===== config.mk =====
export PLATFORM = sky130hd
export DESIGN_NAME = run_length_smoothing_gap_fill_flat
export DESIGN_NICKNAME = d
export VERILOG_FILES = /design/src/hdl/rlsg_pkg.sv /design/src/hdl/rlsg_if.sv /design/src/hdl/rlsg_ctrl.sv /design/src/hdl/rlsg_datapath.sv /design/src/hdl/run_length_smoothing_gap_fill.sv /design/src/flat_wrapper.sv
export SDC_FILE = /design/constraint.sdc
export NUM_CORES = 1
export LEC_CHECK = 0
export BUFFER_PORTS_ARGS = -buffer_cell sky130_fd_sc_hd__buf_4
export CAP_MARGIN = 20
export CORE_MARGIN = 2
export CORE_UTILIZATION = 38
export CTS_CLUSTER_SIZE = 40
export DETAILED_ROUTE_END_ITERATION = 12
export SYNTH_ARGS = -nofsm -noshare
export SYNTH_HDL_FRONTEND = slang
export SYNTH_SLANG_ARGS = --single-unit

===== constraint.sdc =====
create_clock -name clock -period 7.9 [get_ports clock]
set_clock_uncertainty 0.1 [all_clocks]
set_input_delay 0.395 -clock clock [delete_from_list [all_inputs] [get_ports clock]]
set_output_delay 0.395 -clock clock [all_outputs]
set_load 0.005 [all_outputs]

===== src/hdl/rlsg_pkg.sv =====
// ----------------------------------------------------------------------------
// rlsg_pkg
// Shared constants, codes and controller/datapath signal groups for the
// run-length smoothing and gap-fill block.
// ----------------------------------------------------------------------------
`timescale 1ns / 1ps

package rlsg_pkg;

   // Field widths
   localparam int PIX_W     = 8;
   localparam int GAP_W     = 7;
   localparam int CSR_IDX_W = 1;

   // Default depth of the held-pixel buffer, and largest honoured gap
   localparam int MAX_GAP_DEFAULT = 64;

   // Gap register reset value and saturation of the distance counter
   localparam logic [GAP_W-1:0] GAP_RESET = 7'd35;
   localparam logic [GAP_W-1:0] DIST_SAT  = 7'd127;

   // Pixel value that marks foreground
   localparam logic [PIX_W-1:0] PIX_FG = '0;

   // Mode codes
   localparam logic MODE_SMOOTH = 1'b0;
   localparam logic MODE_FILL   = 1'b1;

   // Configuration register indexes
   localparam logic [CSR_IDX_W-1:0] CSR_MODE = 1'b0;
   localparam logic [CSR_IDX_W-1:0] CSR_GAP  = 1'b1;

   // Commands from the controller to the datapath
   typedef struct packed {
      logic accept;       // take the input transaction
      logic load_direct;  // put the accepted pixel straight into the result register
      logic load_drain;   // put the next held pixel into the result register
      logic load_own;     // put the latched pixel of the item into the result register
   } cmd_type;

   // Status from the datapath to the controller
   typedef struct packed {
      logic hold;          // the offered pixel is to be buffered, no result
      logic have_pending;  // the buffer holds pixels to be released
      logic out_free;      // the result register can take a value this cycle
      logic drain_done;    // the current held pixel is the last one
   } status_type;

endpackage


===== src/hdl/rlsg_if.sv =====
// ----------------------------------------------------------------------------
// rlsg_if
// Channel interfaces: pixel input, result output and register write port.
// ----------------------------------------------------------------------------
`timescale 1ns / 1ps

interface rlsg_req_if;
   logic                      valid;
   logic                      ready;
   logic [rlsg_pkg::PIX_W-1:0] pixel;
   logic                      line_end;

   modport source (output valid, output pixel, output line_end, input ready);
   modport sink   (input valid, input pixel, input line_end, output ready);
endinterface

interface rlsg_rsp_if;
   logic                      valid;
   logic                      ready;
   logic [rlsg_pkg::PIX_W-1:0] out_pixel;
   logic                      out_line_end;
   logic                      burst_last;

   modport source (output valid, output out_pixel, output out_line_end,
                   output burst_last, input ready);
   modport sink   (input valid, input out_pixel, input out_line_end,
                   input burst_last, output ready);
endinterface

interface rlsg_csr_if;
   logic                          valid;
   logic                          ready;
   logic [rlsg_pkg::CSR_IDX_W-1:0] index;
   logic [rlsg_pkg::GAP_W-1:0]     data;

   modport source (output valid, output index, output data, input ready);
   modport sink   (input valid, input index, input data, output ready);
endinterface


===== src/hdl/rlsg_ctrl.sv =====
// ----------------------------------------------------------------------------
// rlsg_ctrl
// Controller: accepts pixels, sequences the release of held pixels and the
// item's own result into the result register.
// ----------------------------------------------------------------------------
`timescale 1ns / 1ps

module rlsg_ctrl (
   input  logic                 clock,
   input  logic                 reset,
   input  logic                 req_valid,
   output logic                 req_ready,
   input  rlsg_pkg::status_type status,
   output rlsg_pkg::cmd_type    cmd
);
   import rlsg_pkg::*;

   typedef enum logic [2:0] {
      ST_IDLE  = 3'b001,
      ST_DRAIN = 3'b010,
      ST_OWN   = 3'b100
   } state_type;

   state_type state_ff, state_in;

   // Next state and commands
   always_comb begin
      state_in  = state_ff;
      cmd       = '0;
      req_ready = 1'b0;
      unique case (state_ff)
         ST_IDLE: begin
            req_ready = 1'b1;
            if (req_valid) begin
               cmd.accept = 1'b1;
               if (!status.hold) begin
                  if (status.have_pending) begin
                     state_in = ST_DRAIN;
                  end else if (status.out_free) begin
                     cmd.load_direct = 1'b1;
                  end else begin
                     state_in = ST_OWN;
                  end
               end
            end
         end
         ST_DRAIN: begin
            if (status.out_free) begin
               cmd.load_drain = 1'b1;
               if (status.drain_done) begin
                  state_in = ST_OWN;
               end
            end
         end
         ST_OWN: begin
            if (status.out_free) begin
               cmd.load_own = 1'b1;
               state_in     = ST_IDLE;
            end
         end
         default: begin
            state_in = ST_IDLE;
         end
      endcase
   end

   // Advance state
   always_ff @(posedge clock) begin
      if (reset) begin
         state_ff <= ST_IDLE;
      end else begin
         state_ff <= state_in;
      end
   end

endmodule


===== src/hdl/rlsg_datapath.sv =====
// ----------------------------------------------------------------------------
// rlsg_datapath
// Datapath: configuration and line state, held-pixel buffer memory, item
// latch and result register.
// ----------------------------------------------------------------------------
`timescale 1ns / 1ps

module rlsg_datapath #(
   parameter int MAX_GAP = rlsg_pkg::MAX_GAP_DEFAULT
) (
   input  logic                           clock,
   input  logic                           reset,
   // configuration writes
   input  logic                           csr_wr,
   input  logic [rlsg_pkg::CSR_IDX_W-1:0] csr_index,
   input  logic [rlsg_pkg::GAP_W-1:0]     csr_data,
   // offered pixel
   input  logic [rlsg_pkg::PIX_W-1:0]     req_pixel,
   input  logic                           req_line_end,
   // result register
   input  logic                           rsp_ready,
   output logic                           rsp_valid,
   output logic [rlsg_pkg::PIX_W-1:0]     rsp_out_pixel,
   output logic                           rsp_out_line_end,
   output logic                           rsp_burst_last,
   // controller
   input  rlsg_pkg::cmd_type              cmd,
   output rlsg_pkg::status_type           status
);
   import rlsg_pkg::*;

   localparam int CNT_W = $clog2(MAX_GAP + 1);
   localparam int IDX_W = (MAX_GAP > 1) ? $clog2(MAX_GAP) : 1;

   // Configuration
   logic             mode_ff;
   logic [GAP_W-1:0] gap_ff;

   // Line state
   logic             seen_ff, seen_in;
   logic [GAP_W-1:0] dist_ff, dist_in;
   logic [CNT_W-1:0] pend_cnt_ff, pend_cnt_in;

   // Held-pixel buffer
   logic [PIX_W-1:0] pend_mem_ff [MAX_GAP];
   logic [PIX_W-1:0] rd_data_ff;
   logic [IDX_W-1:0] idx_ff, idx_in;

   // Latched item
   logic [CNT_W-1:0] drain_len_ff;
   logic             fill_ff;
   logic [PIX_W-1:0] own_val_ff;
   logic             own_last_ff;

   // Result register
   logic             out_valid_ff, out_valid_in;
   logic [PIX_W-1:0] out_pixel_ff;
   logic             out_line_end_ff;
   logic             out_burst_last_ff;

   // Decision logic for the offered pixel
   logic             is_fg;
   logic [GAP_W-1:0] gap_eff;
   logic [GAP_W-1:0] dist_inc;
   logic             hold;
   logic             fill;
   logic [PIX_W-1:0] own_val;

   always_comb begin
      is_fg    = (req_pixel == PIX_FG);
      gap_eff  = (gap_ff > GAP_W'(MAX_GAP)) ? GAP_W'(MAX_GAP) : gap_ff;
      dist_inc = (dist_ff == DIST_SAT) ? dist_ff : dist_ff + GAP_W'(1);
      hold     = (mode_ff == MODE_FILL) && !is_fg && seen_ff && (dist_inc < gap_eff)
                 && !req_line_end && (pend_cnt_ff < CNT_W'(MAX_GAP));
      fill     = is_fg && (dist_ff < gap_eff);
      if (is_fg) begin
         own_val = PIX_FG;
      end else if ((mode_ff == MODE_SMOOTH) && seen_ff && (dist_inc <= gap_eff)) begin
         own_val = PIX_FG;
      end else begin
         own_val = req_pixel;
      end
   end

   // Next line state
   always_comb begin
      seen_in     = seen_ff;
      dist_in     = dist_ff;
      pend_cnt_in = pend_cnt_ff;
      if (cmd.accept) begin
         if (is_fg) begin
            seen_in = 1'b1;
            dist_in = '0;
         end else if (seen_ff) begin
            dist_in = dist_inc;
         end
         pend_cnt_in = hold ? pend_cnt_ff + CNT_W'(1) : '0;
         if (req_line_end) begin
            seen_in = 1'b0;
            dist_in = '0;
         end
      end
   end

   // Status towards the controller
   always_comb begin
      status.hold         = hold;
      status.have_pending = (pend_cnt_ff != '0);
      status.out_free     = !out_valid_ff || rsp_ready;
      status.drain_done   = ((CNT_W'(idx_ff) + CNT_W'(1)) == drain_len_ff);
   end

   // Read address: restart at the head on accept, step on each release
   always_comb begin
      if (cmd.accept) begin
         idx_in = '0;
      end else if (cmd.load_drain) begin
         idx_in = idx_ff + IDX_W'(1);
      end else begin
         idx_in = idx_ff;
      end
   end

   // Configuration registers and line state
   always_ff @(posedge clock) begin
      if (reset) begin
         mode_ff     <= MODE_SMOOTH;
         gap_ff      <= GAP_RESET;
         seen_ff     <= 1'b0;
         dist_ff     <= '0;
         pend_cnt_ff <= '0;
         idx_ff      <= '0;
      end else begin
         if (csr_wr) begin
            unique case (csr_index)
               CSR_MODE: mode_ff <= csr_data[0];
               CSR_GAP:  gap_ff  <= csr_data;
               default:  mode_ff <= mode_ff;
            endcase
         end
         seen_ff     <= seen_in;
         dist_ff     <= dist_in;
         pend_cnt_ff <= pend_cnt_in;
         idx_ff      <= idx_in;
      end
   end

   // Buffer memory: write when a pixel is held, registered read
   always_ff @(posedge clock) begin
      if (cmd.accept && hold) begin
         pend_mem_ff[pend_cnt_ff[IDX_W-1:0]] <= req_pixel;
      end
   end

   always_ff @(posedge clock) begin
      rd_data_ff <= pend_mem_ff[idx_in];
   end

   // Latch the item that releases results
   always_ff @(posedge clock) begin
      if (cmd.accept && !hold) begin
         drain_len_ff <= pend_cnt_ff;
         fill_ff      <= fill;
         own_val_ff   <= own_val;
         own_last_ff  <= req_line_end;
      end
   end

   // Result register
   always_comb begin
      if (cmd.load_direct || cmd.load_drain || cmd.load_own) begin
         out_valid_in = 1'b1;
      end else if (rsp_ready) begin
         out_valid_in = 1'b0;
      end else begin
         out_valid_in = out_valid_ff;
      end
   end

   always_ff @(posedge clock) begin
      if (reset) begin
         out_valid_ff <= 1'b0;
      end else begin
         out_valid_ff <= out_valid_in;
      end
   end

   always_ff @(posedge clock) begin
      priority if (cmd.load_direct) begin
         out_pixel_ff      <= own_val;
         out_line_end_ff   <= req_line_end;
         out_burst_last_ff <= 1'b1;
      end else if (cmd.load_drain) begin
         out_pixel_ff      <= fill_ff ? PIX_FG : rd_data_ff;
         out_line_end_ff   <= 1'b0;
         out_burst_last_ff <= 1'b0;
      end else if (cmd.load_own) begin
         out_pixel_ff      <= own_val_ff;
         out_line_end_ff   <= own_last_ff;
         out_burst_last_ff <= 1'b1;
      end else begin
         out_pixel_ff      <= out_pixel_ff;
      end
   end

   assign rsp_valid        = out_valid_ff;
   assign rsp_out_pixel    = out_pixel_ff;
   assign rsp_out_line_end = out_line_end_ff;
   assign rsp_burst_last   = out_burst_last_ff;

endmodule


===== src/hdl/run_length_smoothing_gap_fill.sv =====
// ----------------------------------------------------------------------------
// run_length_smoothing_gap_fill
// Run-length smoothing and gap filling of binary scan lines. Pixels enter in
// scan order with line_end on the last pixel of a row (or column); 0 is
// foreground. Mode 0 zeroes background pixels up to gap positions after the
// latest foreground pixel of the line and gives one result per pixel. Mode 1
// holds background runs that follow foreground in a MAX_GAP-entry buffer
// memory and releases them as zeros when foreground closes them within gap,
// unchanged otherwise, so results come in bursts; burst_last marks the last
// result of each pixel. A held pixel, or one that gives its one result while
// nothing is held and the result register is free, leaves the block idle.
// A pixel that releases k held pixels first gives them out: the buffer memory
// has one registered read port and gives one held pixel per cycle while the
// result register is free, then the pixel's own result follows.
// Write the mode and gap registers only while the block is idle.
// ----------------------------------------------------------------------------
`timescale 1ns / 1ps

module run_length_smoothing_gap_fill #(
   parameter int MAX_GAP = rlsg_pkg::MAX_GAP_DEFAULT
) (
   input  logic       clock,
   input  logic       reset,
   rlsg_req_if.sink   req_ch,
   rlsg_rsp_if.source rsp_ch,
   rlsg_csr_if.sink   csr_ch
);
   import rlsg_pkg::*;

   cmd_type    cmd;
   status_type status;

   // Registers are always writable
   assign csr_ch.ready = 1'b1;

   rlsg_ctrl u_ctrl (
      .clock     (clock),
      .reset     (reset),
      .req_valid (req_ch.valid),
      .req_ready (req_ch.ready),
      .status    (status),
      .cmd       (cmd)
   );

   rlsg_datapath #(
      .MAX_GAP (MAX_GAP)
   ) u_datapath (
      .clock            (clock),
      .reset            (reset),
      .csr_wr           (csr_ch.valid),
      .csr_index        (csr_ch.index),
      .csr_data         (csr_ch.data),
      .req_pixel        (req_ch.pixel),
      .req_line_end     (req_ch.line_end),
      .rsp_ready        (rsp_ch.ready),
      .rsp_valid        (rsp_ch.valid),
      .rsp_out_pixel    (rsp_ch.out_pixel),
      .rsp_out_line_end (rsp_ch.out_line_end),
      .rsp_burst_last   (rsp_ch.burst_last),
      .cmd              (cmd),
      .status           (status)
   );

`ifndef SYNTHESIS
   // The final result of a line always closes a burst
   a_line_end_closes_burst: assert property (@(posedge clock) disable iff (reset)
      rsp_ch.valid && rsp_ch.out_line_end |-> rsp_ch.burst_last)
      else $error("line end result without burst_last");

   // At most one source loads the result register
   a_single_load: assert property (@(posedge clock) disable iff (reset)
      $onehot0({cmd.load_direct, cmd.load_drain, cmd.load_own}))
      else $error("result register loaded from two sources");

   // A pixel at the end of a line is never held
   a_no_hold_at_line_end: assert property (@(posedge clock) disable iff (reset)
      cmd.accept && status.hold |-> !req_ch.line_end)
      else $error("pixel held at line end");

   // A released held pixel never closes a burst
   a_drain_not_last: assert property (@(posedge clock) disable iff (reset)
      cmd.load_drain |=> rsp_ch.valid && !rsp_ch.burst_last)
      else $error("released pixel marked as burst end");
`endif

endmodule

===== src/flat_wrapper.sv =====
// flat-port wrapper written by rule: the top's interface ports become plain ports
module run_length_smoothing_gap_fill_flat import rlsg_pkg::*;
#(
   parameter int MAX_GAP = rlsg_pkg::MAX_GAP_DEFAULT
)
  (clock, reset, req_ch_valid, req_ch_pixel, req_ch_line_end, req_ch_ready, rsp_ch_valid, rsp_ch_out_pixel, rsp_ch_out_line_end, rsp_ch_burst_last, rsp_ch_ready, csr_ch_valid, csr_ch_index, csr_ch_data, csr_ch_ready);
  rlsg_req_if req_ch_i ();
  rlsg_rsp_if rsp_ch_i ();
  rlsg_csr_if csr_ch_i ();
  input  logic clock;
  input  logic reset;
  input wire logic [$bits(req_ch_i.valid)-1:0] req_ch_valid;
  input wire logic [$bits(req_ch_i.pixel)-1:0] req_ch_pixel;
  input wire logic [$bits(req_ch_i.line_end)-1:0] req_ch_line_end;
  output wire logic [$bits(req_ch_i.ready)-1:0] req_ch_ready;
  output wire logic [$bits(rsp_ch_i.valid)-1:0] rsp_ch_valid;
  output wire logic [$bits(rsp_ch_i.out_pixel)-1:0] rsp_ch_out_pixel;
  output wire logic [$bits(rsp_ch_i.out_line_end)-1:0] rsp_ch_out_line_end;
  output wire logic [$bits(rsp_ch_i.burst_last)-1:0] rsp_ch_burst_last;
  input wire logic [$bits(rsp_ch_i.ready)-1:0] rsp_ch_ready;
  input wire logic [$bits(csr_ch_i.valid)-1:0] csr_ch_valid;
  input wire logic [$bits(csr_ch_i.index)-1:0] csr_ch_index;
  input wire logic [$bits(csr_ch_i.data)-1:0] csr_ch_data;
  output wire logic [$bits(csr_ch_i.ready)-1:0] csr_ch_ready;
  assign req_ch_i.valid = req_ch_valid;
  assign req_ch_i.pixel = req_ch_pixel;
  assign req_ch_i.line_end = req_ch_line_end;
  assign req_ch_ready = req_ch_i.ready;
  assign rsp_ch_valid = rsp_ch_i.valid;
  assign rsp_ch_out_pixel = rsp_ch_i.out_pixel;
  assign rsp_ch_out_line_end = rsp_ch_i.out_line_end;
  assign rsp_ch_burst_last = rsp_ch_i.burst_last;
  assign rsp_ch_i.ready = rsp_ch_ready;
  assign csr_ch_i.valid = csr_ch_valid;
  assign csr_ch_i.index = csr_ch_index;
  assign csr_ch_i.data = csr_ch_data;
  assign csr_ch_ready = csr_ch_i.ready;
  run_length_smoothing_gap_fill #(.MAX_GAP(MAX_GAP)) u_core (.clock(clock), .reset(reset), .req_ch(req_ch_i), .rsp_ch(rsp_ch_i), .csr_ch(csr_ch_i));
endmodule

==> impl_metrics.ini <==
[outcome]
outcome = finished clean

[synthesis]
yosys.area.top_type = edfxtp_1
synth_top_family_by_area = simple AND/OR/NAND/NOR gates
synth_adder_area_share_pct = 0.897
synthTopCellsByArea = edfxtp_1 68%, mux2i_1 4.1%, nand2_1 3.6%
synthMuxAreaShare_pct = 4.67
avgSynthCellArea_sq_um = 13.9
yosys.cell_types.count = 74
synth_xor_area_share_pct = 0.659
synth_flop_cell = edfxtp_1
yosysWarnings = 0
postSynth.asyncResetShare_pct = 0
synth_edf_count = 538
syn-instance-count = 1704
synth_area_sq_um = 23700
syn-num-nets = 1743
seq_area_frac_synth_pct = 71.6
synth_top_area_share_pct = 68.1
synth_compound_area_share_pct = 9.38
synth_seq_cells = 580
synth-simple-area-share_pct = 10.4

[floorplanning]
initial_core_util_pct = 38.4
fp.dieH_um = 254
rows = 91
coreArea_sq_um = 61700
die_area_sq_um = 64400
io_pins = 35
die_w_um = 254

[routing]
drt_first_pass_iters = 6
drt_wl_total_mm = 63.2
wl_per_cell_um = 24.2
drcViolationCount = 0
via_per_inst = 5.67
drt-initial-drc-count = 1536
antenna_left = 0
num_vias = 14796

[cells_and_area]
drive_gt1_share_pct = 10.5
nNetsFinal = 1765
syn_to_final_growth_pct = 13.1
layout_commonest_cell = edfxtp_1
final_cell_mix = 538 x edfxtp_1, 229 x nand2_1, 110 x a21oi_1
n_antenna_cell = 0

[clock_tree]
holdBufCountCts = 14
cts_sinks = 580
htreeDepth = 2
post_cts_buffers = 0
cts_root_buf = clkbuf_16
clk_latency_ps = 620
cts_buffers = 57
cts_tree = built
post_cts_resized = 0
clockBufferDepth = 3
clkSlewWorstSetupHoldPaths_ps = 60

[worst_setup_path]
worst-path-stages = 14
crit_slowest_cell = nand3_1
worstReg2RegStart = u_core.u_datapath.dist_ff[0]
crit_fanout = 8
reg2reg_depth = 14
critPathBufInv = 0
cp_top_family = simple AND/OR/NAND/NOR gates
worst_setup_path_end_kind = flip-flop
crit_chain = ha_1, nand2_1, nor2_1, nand2_1, and4_1, nand3_1, xnor2_1, ha_1, a21oi_1, nor2b_1, or3_1, nor3_1, nand3_1, nor2_1
cp_slowest_stage_delay_ps = 840
critical_path_required_ps = 8040
cp-startpoint = u_core.u_datapath.dist_ff[0]
criticalPathCategory = reg -> reg
critical_path_arrival_ps = 5260
worstSetupStartpointType = flip-flop

[run]
max-cap-violations = 0

[sta]
drv_slew = 0
layout_min_cycle_time_ps = 5120
finalSetupTns_ps = 0
max_slew_margin_pct = 25.7
setup_violations = 0
fmaxAchievable_mhz = 195
tightest_slew_ps = 1110
post-route-period-util_pct = 64.8
final_hold_viol_count = 0
rsz0062_at_grt = no

[pwr]
vdd_drop_max_v = 0.000165
p_total_w = 0.00633
power_density_nw_per_um2 = 236
p_leak_nw = 8.79

[hold_path]
hold_path.class = in -> reg
worstHoldStart = req_ch_pixel[1]
holdPathStages = 1

[placed_design]
place_congestion = 0.854
dp_hpwl_mm = 37.8
io_buffers = 33

[grt]
grt_pass1_vias = 14451
antenna_found_initial = 0
track_usage_pct = 19.6
grt_pass1_wl_mm = 93.3
grt_max_degree = 67
overflow = 0
## state kept, by name (all words and copies together) (netlist names), 6 cells and up
name	cells
u_core.u_datapath.dist_ff	7
u_core.u_datapath.drain_len_ff	7
u_core.u_datapath.gap_ff	7
u_core.u_datapath.idx_ff	6
u_core.u_datapath.own_val_ff	8
u_core.u_datapath.pend_cnt_ff	7
u_core.u_datapath.pend_mem_ff	512
u_core.u_datapath.rd_data_ff	8
u_core.u_datapath.rsp_out_pixel	8
## metrics by stage
stage	std cells	utilization [%]	setup slack, ps	cell area, sq um	hold WS [ps]
after floorplan	1704	-	3890	23700	306
after global placement	2487	40.1	2950	24700	352
after detailed placement	2489	40.1	2800	24700	362
after CTS	2610	43.5	2800	26800	9.81
after global routing	2611	43.5	2430	26800	35.7
final	2611	43.5	2780	26800	34.9
## final cells by class
type	instances	area, sq um
clock buffer	61	1440
clock inverter	46	498
timing repair buffer	74	592
fill	5548	34900
tap	837	1050
inverter	11	41.3
sequential	580	17000
multi-input combinational	1002	6220
## final timing paths
check,end,slack (ps)
worst min-delay path,u_core.u_datapath.pend_mem_ff[49][1],30
worst max register to register,u_core.u_datapath.pend_mem_ff[35][7],2780
worst min register to register,u_core.u_datapath.gap_ff[4],380
worst max-delay path,u_core.u_datapath.pend_mem_ff[35][7],2780
## logic make-up (layout without fill, tap and decap cells)
group           after synthesis  in the layout
flops                       580            580
simple gates                534            534
compound gates              325            325
buf+inv                     122            192
mux                         108            108
fa+ha+maj                    17             17
xor+xnor                     17             17
other cells                   1              1
## cell usage after synthesis, types with 11 or more instances
cell type	n
edfxtp_1	538
nand2_1	229
a21oi_1	111
mux2i_1	96
nor2_1	96
nand3_1	94
clkbuf_1	51
dfxtp_1	42
buf_2	36
a211oi_1	35
a221oi_1	31
nor3_1	30
o22ai_1	30
a311oi_1	20
o21ai_0	20
a22oi_1	19
ha_1	17
a221o_1	15
a32oi_1	15
and2_1	11
mux2_2	11
## power breakdown
group,internal (W),switching [W],leakage [nW]
logic,0.0000412,0.000100,2.66
clock network,0.00165,0.00117,0.937
registers,0.00337,0.00000935,5.20
total,0.00506,0.00127,8.79
## worst register-to-register path: cells and delay by family, from the launching register on
family          cells  cell delay, ps
fa+ha+maj           2             510
compound gates      1             140
xor+xnor            1             150
simple gates       10            3460
flops               1             400
## layer usage
layer / up-vias / part of all wire (%) / GRT usage [%]
li1: 6598 / - / -
met1: 7546 / 45 / 28.3
met2: 567 / 47 / 31.0
met3: 85 / 6.4 / 2.56
met4: 0 / 2.2 / 5.41
met5: - / 0 / 0
No activity file was read; power rests on OpenSTA's default activity.
